### src/hw/rtl/db4dwt_pkg.sv
// Shared types, constants and coefficient quantization for the db4 2D DWT.
// No dependencies; used by every other file of the block.
package db4dwt_pkg;

    localparam int DEF_MAX_COLS       = 1024;
    localparam int DEF_MAX_ROWS       = 1024;
    localparam int DEF_COEF_FRAC_BITS = 15;

    localparam int TAPS       = 8;
    localparam int SAMPLE_W   = 16;
    localparam int ROW_RES_W  = 21;
    localparam int COEF_OUT_W = 22;
    localparam int IDX_W      = 9;
    localparam int CFG_W      = 11;
    localparam int CFG_ADDR_W = 4;

    localparam logic [CFG_ADDR_W-1:0] REG_IMAGE_WIDTH  = 4'd0;
    localparam logic [CFG_ADDR_W-1:0] REG_IMAGE_HEIGHT = 4'd1;
    localparam logic [CFG_W-1:0]      WIDTH_RESET      = 11'd512;
    localparam logic [CFG_W-1:0]      HEIGHT_RESET     = 11'd512;

    localparam longint DEC_SCALE = 64'd1000000000000000;

    // analysis filters, decimal constants scaled by 1e15
    localparam longint LO_E15 [TAPS] = '{
        -64'sd10597401785069,  64'sd32883011666885,  64'sd30841381835560,
        -64'sd187034811719093, -64'sd27983769416984, 64'sd630880767929590,
        64'sd714846570552542,  64'sd230377813308897
    };
    localparam longint HI_E15 [TAPS] = '{
        -64'sd230377813308897, 64'sd714846570552542, -64'sd630880767929590,
        -64'sd27983769416984,  64'sd187034811719093, 64'sd30841381835560,
        -64'sd32883011666885,  -64'sd10597401785069
    };

    typedef struct packed {
        logic       shift;
        logic       row_mac;
        logic       row_first;
        logic       wr;
        logic       rd;
        logic       col_mac;
        logic       col_first;
        logic       load_out;
        logic [2:0] tap;
    } cmd_t;

    // round to nearest of e15 * 2^frac / 1e15, evaluated at elaboration
    function automatic longint quantize(longint e15, int frac);
        longint mag;
        longint q;
        mag = (e15 < 0) ? -e15 : e15;
        q = 0;
        for (int i = 0; i <= frac; i++)
        begin
            mag = mag <<< 1;
            q = q <<< 1;
            if (mag >= DEC_SCALE)
            begin
                mag = mag - DEC_SCALE;
                q = q | 64'sd1;
            end
        end
        q = (q + 64'sd1) >>> 1;
        return (e15 < 0) ? -q : q;
    endfunction

endpackage

### src/hw/rtl/db4dwt_ctrl.sv
// Sequencer: config registers, raster counters and the per-item state machine.
// Depends on db4dwt_pkg; drives db4dwt_dp through a cmd_t bundle.
module db4dwt_ctrl #(
    parameter int MAX_COLS = db4dwt_pkg::DEF_MAX_COLS,
    parameter int MAX_ROWS = db4dwt_pkg::DEF_MAX_ROWS,
    localparam int PW      = $clog2(MAX_COLS / 2)
) (
    input  logic                            clk,
    input  logic                            rst_n,
    input  logic                            cfg_valid,
    input  logic [db4dwt_pkg::CFG_ADDR_W-1:0] cfg_addr,
    input  logic [db4dwt_pkg::CFG_W-1:0]    cfg_data,
    output logic                            cfg_ready,
    input  logic                            in_valid,
    output logic                            in_ready,
    input  logic                            out_busy,
    output db4dwt_pkg::cmd_t                cmd,
    output logic [2:0]                      slot,
    output logic [PW-1:0]                   pos,
    output logic [db4dwt_pkg::IDX_W-1:0]    orow,
    output logic                            last
);
    localparam int CNTW = $clog2(MAX_COLS);
    localparam int RCW  = $clog2(MAX_ROWS);
    localparam int WW   = $clog2((MAX_COLS > MAX_ROWS ? MAX_COLS : MAX_ROWS) + 1);
    localparam int CMPW = (WW > db4dwt_pkg::CFG_W ? WW : db4dwt_pkg::CFG_W) + 1;

    localparam logic [2:0] S_IDLE = 3'd0;
    localparam logic [2:0] S_ROW  = 3'd1;
    localparam logic [2:0] S_WR   = 3'd2;
    localparam logic [2:0] S_COL  = 3'd3;
    localparam logic [2:0] S_FIN  = 3'd4;

    logic [2:0]                    state_reg, state_next;
    logic [3:0]                    cnt_reg, cnt_next;
    logic [CNTW-1:0]               c_reg, c_next;
    logic [RCW-1:0]                r_reg, r_next;
    logic [db4dwt_pkg::CFG_W-1:0]  width_reg, height_reg;
    logic [2:0]                    slot_reg, slot_next;
    logic [PW-1:0]                 pos_reg, pos_next;
    logic [db4dwt_pkg::IDX_W-1:0]  orow_reg, orow_next;
    logic                          last_reg, last_next;
    logic                          colhit_reg, colhit_next;

    logic [CMPW-1:0] wx, hx, w_eff, h_eff, cx, rx;
    logic [CNTW-1:0] cm7;
    logic [RCW-1:0]  rm7;
    logic            accept, row_hit, col_hit;

    assign cfg_ready = 1'b1;
    assign in_ready  = (state_reg == S_IDLE);
    assign accept    = in_valid && in_ready;

    always_ff @(posedge clk or negedge rst_n)
    begin
        if (!rst_n)
        begin
            width_reg  <= db4dwt_pkg::WIDTH_RESET;
            height_reg <= db4dwt_pkg::HEIGHT_RESET;
        end
        else if (cfg_valid)
        begin
            if (cfg_addr == db4dwt_pkg::REG_IMAGE_WIDTH)
                width_reg <= cfg_data;
            else if (cfg_addr == db4dwt_pkg::REG_IMAGE_HEIGHT)
                height_reg <= cfg_data;
        end
    end

    always_comb
    begin
        wx = CMPW'(width_reg);
        hx = CMPW'(height_reg);
        if (wx < CMPW'(8))
            w_eff = CMPW'(8);
        else if (wx > CMPW'(MAX_COLS))
            w_eff = CMPW'(MAX_COLS);
        else
            w_eff = wx;
        if (hx < CMPW'(8))
            h_eff = CMPW'(8);
        else if (hx > CMPW'(MAX_ROWS))
            h_eff = CMPW'(MAX_ROWS);
        else
            h_eff = hx;
        cx = CMPW'(c_reg);
        rx = CMPW'(r_reg);
    end

    assign cm7     = c_reg - CNTW'(7);
    assign rm7     = r_reg - RCW'(7);
    assign row_hit = (c_reg >= CNTW'(7)) && c_reg[0];
    assign col_hit = row_hit && (r_reg >= RCW'(7)) && r_reg[0];

    always_comb
    begin
        state_next  = state_reg;
        cnt_next    = cnt_reg;
        c_next      = c_reg;
        r_next      = r_reg;
        slot_next   = slot_reg;
        pos_next    = pos_reg;
        orow_next   = orow_reg;
        last_next   = last_reg;
        colhit_next = colhit_reg;
        cmd         = '0;
        slot        = slot_reg;
        case (state_reg)
            S_IDLE:
            begin
                if (accept)
                begin
                    cmd.shift   = 1'b1;
                    slot_next   = r_reg[2:0];
                    pos_next    = PW'(cm7[CNTW-1:1]);
                    orow_next   = db4dwt_pkg::IDX_W'(rm7[RCW-1:1]);
                    last_next   = (cx + CMPW'(2) >= w_eff) && (rx + CMPW'(2) >= h_eff);
                    colhit_next = col_hit;
                    cnt_next    = '0;
                    if (row_hit)
                        state_next = S_ROW;
                    // advance raster position
                    if (cx + CMPW'(1) >= w_eff)
                    begin
                        c_next = '0;
                        r_next = (rx + CMPW'(1) >= h_eff) ? '0 : r_reg + RCW'(1);
                    end
                    else
                        c_next = c_reg + CNTW'(1);
                end
            end
            S_ROW:
            begin
                cmd.row_mac   = 1'b1;
                cmd.row_first = (cnt_reg == 4'd0);
                cmd.tap       = cnt_reg[2:0];
                cnt_next      = cnt_reg + 4'd1;
                if (cnt_reg == 4'd7)
                    state_next = S_WR;
            end
            S_WR:
            begin
                cmd.wr   = 1'b1;
                cnt_next = '0;
                state_next = colhit_reg ? S_COL : S_IDLE;
            end
            S_COL:
            begin
                // read slot k while accumulating slot k-1
                slot = slot_reg + 3'd1 + cnt_reg[2:0];
                cmd.rd = (cnt_reg != 4'd8);
                cmd.col_mac   = (cnt_reg != 4'd0);
                cmd.col_first = (cnt_reg == 4'd1);
                cmd.tap       = cnt_reg[2:0] - 3'd1;
                cnt_next      = cnt_reg + 4'd1;
                if (cnt_reg == 4'd8)
                    state_next = S_FIN;
            end
            S_FIN:
            begin
                if (!out_busy)
                begin
                    cmd.load_out = 1'b1;
                    state_next   = S_IDLE;
                end
            end
            default:
            begin
                state_next = S_IDLE;
            end
        endcase
    end

    always_ff @(posedge clk or negedge rst_n)
    begin
        if (!rst_n)
        begin
            state_reg  <= S_IDLE;
            cnt_reg    <= '0;
            c_reg      <= '0;
            r_reg      <= '0;
            colhit_reg <= 1'b0;
        end
        else
        begin
            state_reg  <= state_next;
            cnt_reg    <= cnt_next;
            c_reg      <= c_next;
            r_reg      <= r_next;
            colhit_reg <= colhit_next;
        end
    end

    always_ff @(posedge clk)
    begin
        slot_reg <= slot_next;
        pos_reg  <= pos_next;
        orow_reg <= orow_next;
        last_reg <= last_next;
    end

    assign pos  = pos_reg;
    assign orow = orow_reg;
    assign last = last_reg;
endmodule

### config.mk
export PLATFORM = sky130hd
export DESIGN_NAME = db4dwt_ctrl
export DESIGN_NICKNAME = d
export VERILOG_FILES = /design/src/hw/rtl/db4dwt_pkg.sv /design/src/hw/rtl/db4dwt_ctrl.sv
export SDC_FILE = /design/constraint.sdc
export NUM_CORES = 1
export LEC_CHECK = 0
export BUFFER_PORTS_ARGS = -buffer_cell sky130_fd_sc_hd__buf_4
export CELL_PAD_IN_SITES_DETAIL_PLACEMENT = 0
export CELL_PAD_IN_SITES_GLOBAL_PLACEMENT = 1
export CORE_UTILIZATION = 50
export CTS_CLUSTER_SIZE = 20
export DETAILED_ROUTE_END_ITERATION = 8
export HOLD_SLACK_MARGIN = 0.05
export PLACE_DENSITY = 0.88
export SYNTH_ARGS = -nofsm -noshare
export SYNTH_HDL_FRONTEND = slang
export SYNTH_SLANG_ARGS = --single-unit
### constraint.sdc
create_clock -name clk -period 9 [get_ports clk]
set_input_delay 0.9 -clock clk [delete_from_list [all_inputs] [get_ports clk]]
set_output_delay 0.9 -clock clk [all_outputs]
set_load 0.005 [all_outputs]
==> metrics.md, run 1 <==
| Metric | Value |
|---|---|
| Post-CTS Setup Bufs | `0` |
| Gpl congestion | `0.855` |
| Die width | `101 um` |
| Die ar. | `10200 um2` |
| Worst Path Arrival | `3.75 ns` |
| Crit-path max FO | `14` |
| RSZ-0062 raised after global routing | `false` |
| Met1 Track Usage GR | `31.0%` |
| Cells after synthesis | `505` |
| First-pass iteration count of the detailed router | `4` |
| Via count | `3747` |
| Top_reg_cell synth | `dfrtp_1` |
| Reg2Reg Depth | `11` |
| Minimum clock period | `3.47 ns` |
| Antenna violations before repair | `0` |
| Final instance area | `5570 um2` |
| Worst reg2reg endpoint | `r_reg[0]` |
| WL per Instance | `15.2 um` |
| IO buf count | `53` |
| Vias in the first global route | `3569` |
| Clock Path Buffers | `2` |
| Min-Delay Endpoint | `colhit_reg` |
| GRT Total Usage | `21.9%` |
| Worst Hold Class | `reg2reg` |
| Ys async rst share | `69.4%` |
| VDD IR max | `0.000125 V` |
| Post-DP HPWL | `7750 um` |
| Final hold violations | `0` |
| P per Cell Area | `260 nW/um2` |
| Clock buffers created by TritonCTS | `9` |
| Layout Nets | `614` |
| Mean number of vias per cell | `5.53` |
| H-tree depth | `3` |
| Met3 Use GR | `3.26%` |
| Synth warn | `0` |
| Clock slew at reported path FFs | `0.08 ns` |
| Pins Over Slew Limit | `0` |
| Clock sink count | `72` |
| Max Cap Viol | `0` |
| Synth top area cells | `dfrtp_1 25%, edfxtp_1 13%, ha_1 13%` |
| Seq/Total Area, Yosys | `39.1%` |
| Critical R2R Launch | `r_reg[3]` |
| Leak Pwr | `2.49 nW` |
| Core Region | `9370 um2` |
| CTS tree | `built` |
| Syn Nets | `576` |
| Largest net degree at the start of global routing | `51` |
| Yosys top cell area share | `24.5%` |
| Top Ports | `55` |
| Kind of critical path | `reg2reg` |
| Antenna Cells | `0` |
| Die H | `101 um` |
| First-iteration detailed-routing DRC count | `150` |
| Post-Place Cells | `661` |
| DRC | `0` |
| Worst skew pair latency | `0.34 ns` |
| Hold Startpoint | `colhit_reg` |
| #FFs+latches synth | `72` |
| Met2 GRT Util | `34.7%` |
| Period utilization | `38.6%` |
| Slew margin rel. | `20.4%` |
| Layout Area Growth over Synthesis | `13.7%` |
| Fin Setup TNS | `0 ns` |
| Endpoint class of the critical path | `register` |
| First-pass GRT wire length | `17400 um` |
| Status | `complete, no violations` |
| Critical Path RT | `9.28 ns` |
| Cts hold-fix bufs | `0` |
| Distinct cells, synth | `66` |
| Antenna viol nets, final | `0` |
| Pre-CTS WS | `5.55 ns` |
| Busiest grt layer | `met2` |
| Synthesized area per cell | `9.70 um2` |
| Initial Utilization | `52.3%` |
| Cell area after placement | `5340 um2` |
| Setup violators final | `0` |
| Number of flops mapped to enable cells by yosys | `22` |
| CTS resizes | `0` |
| GR Overflow Total | `0` |
| Clock root cell | `clkbuf_8` |
| Yosys top cell by area | `dfrtp_1` |
| Synthesized area | `4900 um2` |
| Fmax | `288 MHz` |
| Worst setup slack after layout | `5.53 ns` |
| Ratio of cells with drive above 1 in the final layout | `18.4%` |
| Pwr Total | `1.45 mW` |
| CP Launch Type | `register` |
| Final clock skew | `0.00984 ns` |
| Rows | `35` |
| Internal reg-to-reg setup slack | `5.53 ns` |
| Cell count of the worst hold path | `2` |
| Total wire length | `10300 um` |
| Worst Tran Pin Value | `1.18 ns` |
| Final non-filler cell total | `677` |
## area by class of cell
| class | count | area, um2 |
|---|---|---|
| repair buffers | 54 | 405 |
| inverters | 17 | 63.8 |
| well taps | 129 | 161 |
| clock inverters | 3 | 45.0 |
| multi-input cells | 389 | 2800 |
| clock buffers | 13 | 180 |
| flip-flops and latches | 72 | 1910 |
| fillers | 875 | 3800 |
## synth_stat cells, types with 2 or more instances
cell type / instances
nor4b_1: 2
and3b_1: 2
a22o_1: 7
nor4_1: 5
a221o_1: 4
and2_1: 6
o31ai_1: 2
nor3b_1: 2
nand2b_1: 6
buf_4: 2
nor2b_1: 6
nor3_1: 14
mux2_2: 24
a21o_1: 6
clkbuf_1: 13
nand2_1: 67
o21ai_1: 4
dfrtp_1: 48
clkinv_1: 3
buf_2: 4
o21a_1: 5
dfstp_2: 2
nand4_1: 4
nand3_1: 11
edfxtp_1: 22
ha_1: 50
a2111oi_0: 2
xor2_1: 21
and3_1: 6
a21oi_1: 16
or4_1: 4
xnor2_1: 23
buf_6: 2
nor2_1: 37
inv_1: 14
buf_1: 6
o21ai_0: 24
## kinds of logic after synthesis
| group | count (synthesis) | share of synthesized area, % |
|---|---|---|
| and+or+nand+nor | 181 | 18.1 |
| other | 1 | 0.0766 |
| DFF | 72 | 39.1 |
| buffers and inverters | 44 | 3.93 |
| adders and majority gates | 53 | 13.6 |
| muxes | 25 | 5.72 |
| AOI/OAI and AO/OA | 85 | 11.6 |
| xor gates and xnor gates | 44 | 7.87 |
## worst max-delay path by stage
stage                        from       end  slack (ns)  depth (start not counted)
CTS                      r_reg[3]  r_reg[0]        5.54                         11
floorplan           height_reg[6]  r_reg[6]        5.79                         12
global placement    height_reg[6]  r_reg[6]        5.59                         12
finish                   r_reg[3]  r_reg[0]        5.53                         11
global route         width_reg[8]  r_reg[8]        5.30                         13
detailed placement  height_reg[6]  r_reg[6]        5.55                         12
## stage by stage
stage	hold WS [ns]	utilization [%]
floorplan	0.444	-
global placement	0.463	57.0
detailed placement	0.466	57.0
CTS	0.486	59.4
global route	0.526	59.4
finish	0.491	59.4
## routing by layer
layer	up-vias	routed length (um)
met1	1774	4960
li1	1870	-
met2	91	4840
met5	-	0
met4	0	128
met3	12	334
## critical path, cell delays in order, from the launching register on
cell,delay [ns]
dfrtp_1,0.62
and3_1,0.40
and4_1,0.28
nand3_1,0.10
xnor2_1,0.23
ha_1,0.28
a21o_1,0.16
a211oi_1,0.43
nor2b_1,0.28
a211oi_4,0.10
nor3_4,0.32
mux2_2,0.22
## cell usage in the layout, fill, tap and decap left out, types with 2 or more instances in the layout
master / Yosys / routed
nand2_1: 67 / 67
buf_4: 2 / 54
ha_1: 50 / 50
dfrtp_1: 48 / 48
nor2_1: 37 / 37
o21ai_0: 24 / 24
mux2_2: 24 / 24
xnor2_1: 23 / 23
edfxtp_1: 22 / 22
xor2_1: 21 / 21
a21oi_1: 16 / 16
inv_1: 14 / 14
nor3_1: 14 / 14
nand3_1: 11 / 11
clkbuf_8: 0 / 11
a22o_1: 7 / 7
and3_1: 6 / 6
and2_1: 6 / 6
nand2b_1: 6 / 6
a21o_1: 6 / 6
nor2b_1: 6 / 6
o21a_1: 5 / 5
or4_1: 4 / 4
nor4_1: 5 / 4
nand4_1: 4 / 4
o21ai_1: 4 / 4
a221o_1: 4 / 4
clkinv_1: 3 / 3
nor3b_1: 2 / 2
nor4b_1: 2 / 2
a2111oi_0: 2 / 2
and3b_1: 2 / 2
o31ai_1: 2 / 2
dfstp_2: 2 / 2
## report_power, final
group | internal (mW) | switching (mW)
combinational | 0.302 | 0.338
clock | 0.161 | 0.122
sequential | 0.425 | 0.102
total | 0.889 | 0.561
No activity file was read; power rests on OpenSTA's default activity.
==> run 2, diff against run 1 <==
CORE_UTILIZATION = 46   (was 50)
PLACE_DENSITY = 0.82   (was 0.88)
clock period = 3.35 ns   (was 9 ns; I/O delays follow)
==> metrics.md, run 2 (synthesis results as in run 1) <==
| Metric | Value |
|---|---|
| Status | `complete, no violations (unchanged)` |
| GRT Total Usage | `21.6% (was 21.9%)` |
| CP Launch Type | `register (unchanged)` |
| Leading cell type in the layout, fill and taps excluded | `buf_4 (was nand2_1)` |
| Clock buffers created by TritonCTS | `9 (unchanged)` |
| Worst Path Arrival | `3.50 ns (was 3.75 ns)` |
| GR Overflow Total | `0 (unchanged)` |
| Ratio of cells with drive above 1 in the final layout | `27.4% (was 18.4%)` |
| First-pass GRT wire length | `18600 um (was 17400 um)` |
| Clock slew at reported path FFs | `0.08 ns (about the same)` |
| DRC | `0 (unchanged)` |
| Rows | `37 (was 35)` |
| Worst Hold Class | `in2reg (was reg2reg)` |
| Pins Over Slew Limit | `0 (unchanged)` |
| Layout Nets | `658 (was 614)` |
| Post-DP HPWL | `8290 um (was 7750 um)` |
| RSZ-0062 raised after global routing | `true (was false)` |
| Die H | `105 um (was 101 um)` |
| Fillcell total | `915 (was 875)` |
| Layout Area Growth over Synthesis | `21.9% (was 13.7%)` |
| CTS tree | `built (unchanged)` |
| Fin Setup TNS | `0 ns (unchanged)` |
| Slew margin rel. | `56.4% (was 20.4%)` |
| Power share of the clock group | `15.0% (was 19.5%)` |
| H-tree depth | `3 (unchanged)` |
| Setup violators final | `0 (unchanged)` |
| Seq pwr share | `32.5% (was 36.4%)` |
| Comb pwr share | `52.5% (was 44.1%)` |
| First-pass iteration count of the detailed router | `4 (unchanged)` |
| Die ar. | `11100 um2 (was 10200 um2)` |
| Cell internal pwr | `2.47 mW (was 889 uW)` |
| Fmax | `307 MHz (was 288 MHz)` |
| Crit-path max FO | `5 (was 14)` |
| Minimum clock period | `3.26 ns (was 3.47 ns)` |
| Worst Tran Pin Value | `0.654 ns (was 1.18 ns)` |
| VDD IR max | `0.000327 V (was 0.000125 V)` |
| Pwr Total | `4.11 mW (was 1.45 mW)` |
| Clock root cell | `clkbuf_8 (unchanged)` |
| Via count | `4010 (was 3747)` |
| Largest net degree at the start of global routing | `51 (unchanged)` |
| Area of the multi-input gates | `2900 um2 (was 2800 um2)` |
| Final clock skew | `0.00621 ns (was 0.00984 ns)` |
| Sw frac | `39.9% (was 38.7%)` |
| Final non-filler cell total | `728 (was 677)` |
| Leak Pwr | `2.71 nW (was 2.49 nW)` |
| Initial Utilization | `47.4% (was 52.3%)` |
| Vias in the first global route | `3818 (was 3569)` |
| Worst skew pair latency | `0.36 ns (was 0.34 ns)` |
| WL per Instance | `15.5 um (was 15.2 um)` |
| Antenna Cells | `0 (unchanged)` |
| Clock sink count | `72 (unchanged)` |
| Total wire length | `11300 um (was 10300 um)` |
| Final core utilization | `57.9% (was 59.4%)` |
| Mean number of vias per cell | `5.51 (was 5.53)` |
| Post-Place Cells | `704 (was 661)` |
| P per Cell Area | `688 nW/um2 (was 260 nW/um2)` |
| Die width | `105 um (was 101 um)` |
| Max Cap Viol | `0 (unchanged)` |
| Endpoint class of the critical path | `register (unchanged)` |
| Clock Path Buffers | `2 (unchanged)` |
| IO buf count | `53 (unchanged)` |
| Gpl congestion | `0.835 (was 0.855)` |
| Kind of critical path | `reg2reg (unchanged)` |
| Period utilization | `97.2% (was 38.6%)` |
| Switch Pwr | `1.64 mW (was 561 uW)` |
| Antenna viol nets, final | `0 (unchanged)` |
| Reg area | `1910 um2 (unchanged)` |
| Hold slack | `0.200 ns (was 0.491 ns)` |
| Final hold violations | `0 (unchanged)` |
| Top Ports | `55 (unchanged)` |
| Critical Path RT | `3.59 ns (was 9.28 ns)` |
| First-iteration detailed-routing DRC count | `221 (was 150)` |
| Antenna violations before repair | `0 (unchanged)` |
| Core Region | `10300 um2 (was 9370 um2)` |
| Commonest non-fill, non-tap cells in the layout | `93 x buf_4, 64 x nand2_1, 48 x dfrtp_1 (was 67 x nand2_1, 54 x buf_4, 50 x ha_1)` |
==> run 2: power by group through the flow <==
stage / sequential [mW] / clock [mW] / combinational (mW)
after detailed placement: 1.34 / 0 / 1.99
after floorplan: 1.29 / 0 / 1.29
after CTS: 1.33 / 0.635 / 2.02
final: 1.33 / 0.617 / 2.16
after global routing: 1.37 / 0.675 / 2.42
after global placement: 1.33 / 0 / 1.92
==> run 2: per-layer routing <==
layer | GRT usage (%) | vias to the layer above | share of wire (%)
met5 | 0 | - | 0
met4 | 7.34 | 0 | 1.8
met3 | 5.18 | 12 | 4.6
met2 | 32.6 | 107 | 45
met1 | 30.4 | 1937 | 48
li1 | - | 1954 | -
==> run 2: final timing paths <==
check	startpoint	end	slack (ns)	cells after the start
setup / recovery	height_reg[8]	r_reg[2]	0.09	14
hold / removal	cfg_data[3]	width_reg[3]	0.20	3
setup reg to reg	height_reg[8]	r_reg[2]	0.09	14
hold reg to reg	colhit_reg	colhit_reg	0.49	2
max in group asynchronous	rst_n	height_reg[4]	2.37	2
min in group asynchronous	rst_n	c_reg[2]	0.54	2
==> run 2: layout make-up <==
type	instances	share of cell area [%]
clock buffers	10	2.30
clock inverters	6	0.545
inverters	17	1.07
multi-input cells	389	48.6
flip-flops and latches	72	32.0
well taps	136	2.85
repair buffers	98	12.6
==> run 2: stage by stage <==
stage	setup WS, ns	area [um2]
after floorplan	0.139	4900
after global placement	0.00377	5620
after detailed placement	-0.139	5620
after CTS	0.0357	5810
after global routing	-0.0413	5970
final	0.0931	5970
==> run 2: critical path, stage by stage (launching register included) <==
cell and delay (ns):
dfrtp_1 0.39, or4_4 0.53, nor3_4 0.20, a21oi_2 0.08, and2_4 0.16, ha_4 0.20, and2_4 0.14, o21ai_4 0.13
a41oi_2 0.11, maj3_2 0.34, a211oi_4 0.24, buf_6 0.15, nor3_4 0.05, buf_6 0.13, a221o_1 0.28
==> run 2: repair_timing <==
item	4_1_cts	5_1_grt
hold buffers	1	0
buffers inserted	1	7
cloned	0	0
pin swaps	1	12
endpoints found under the setup margin	10	11
endpoints found under the hold margin	48	0
resized for setup	2	25
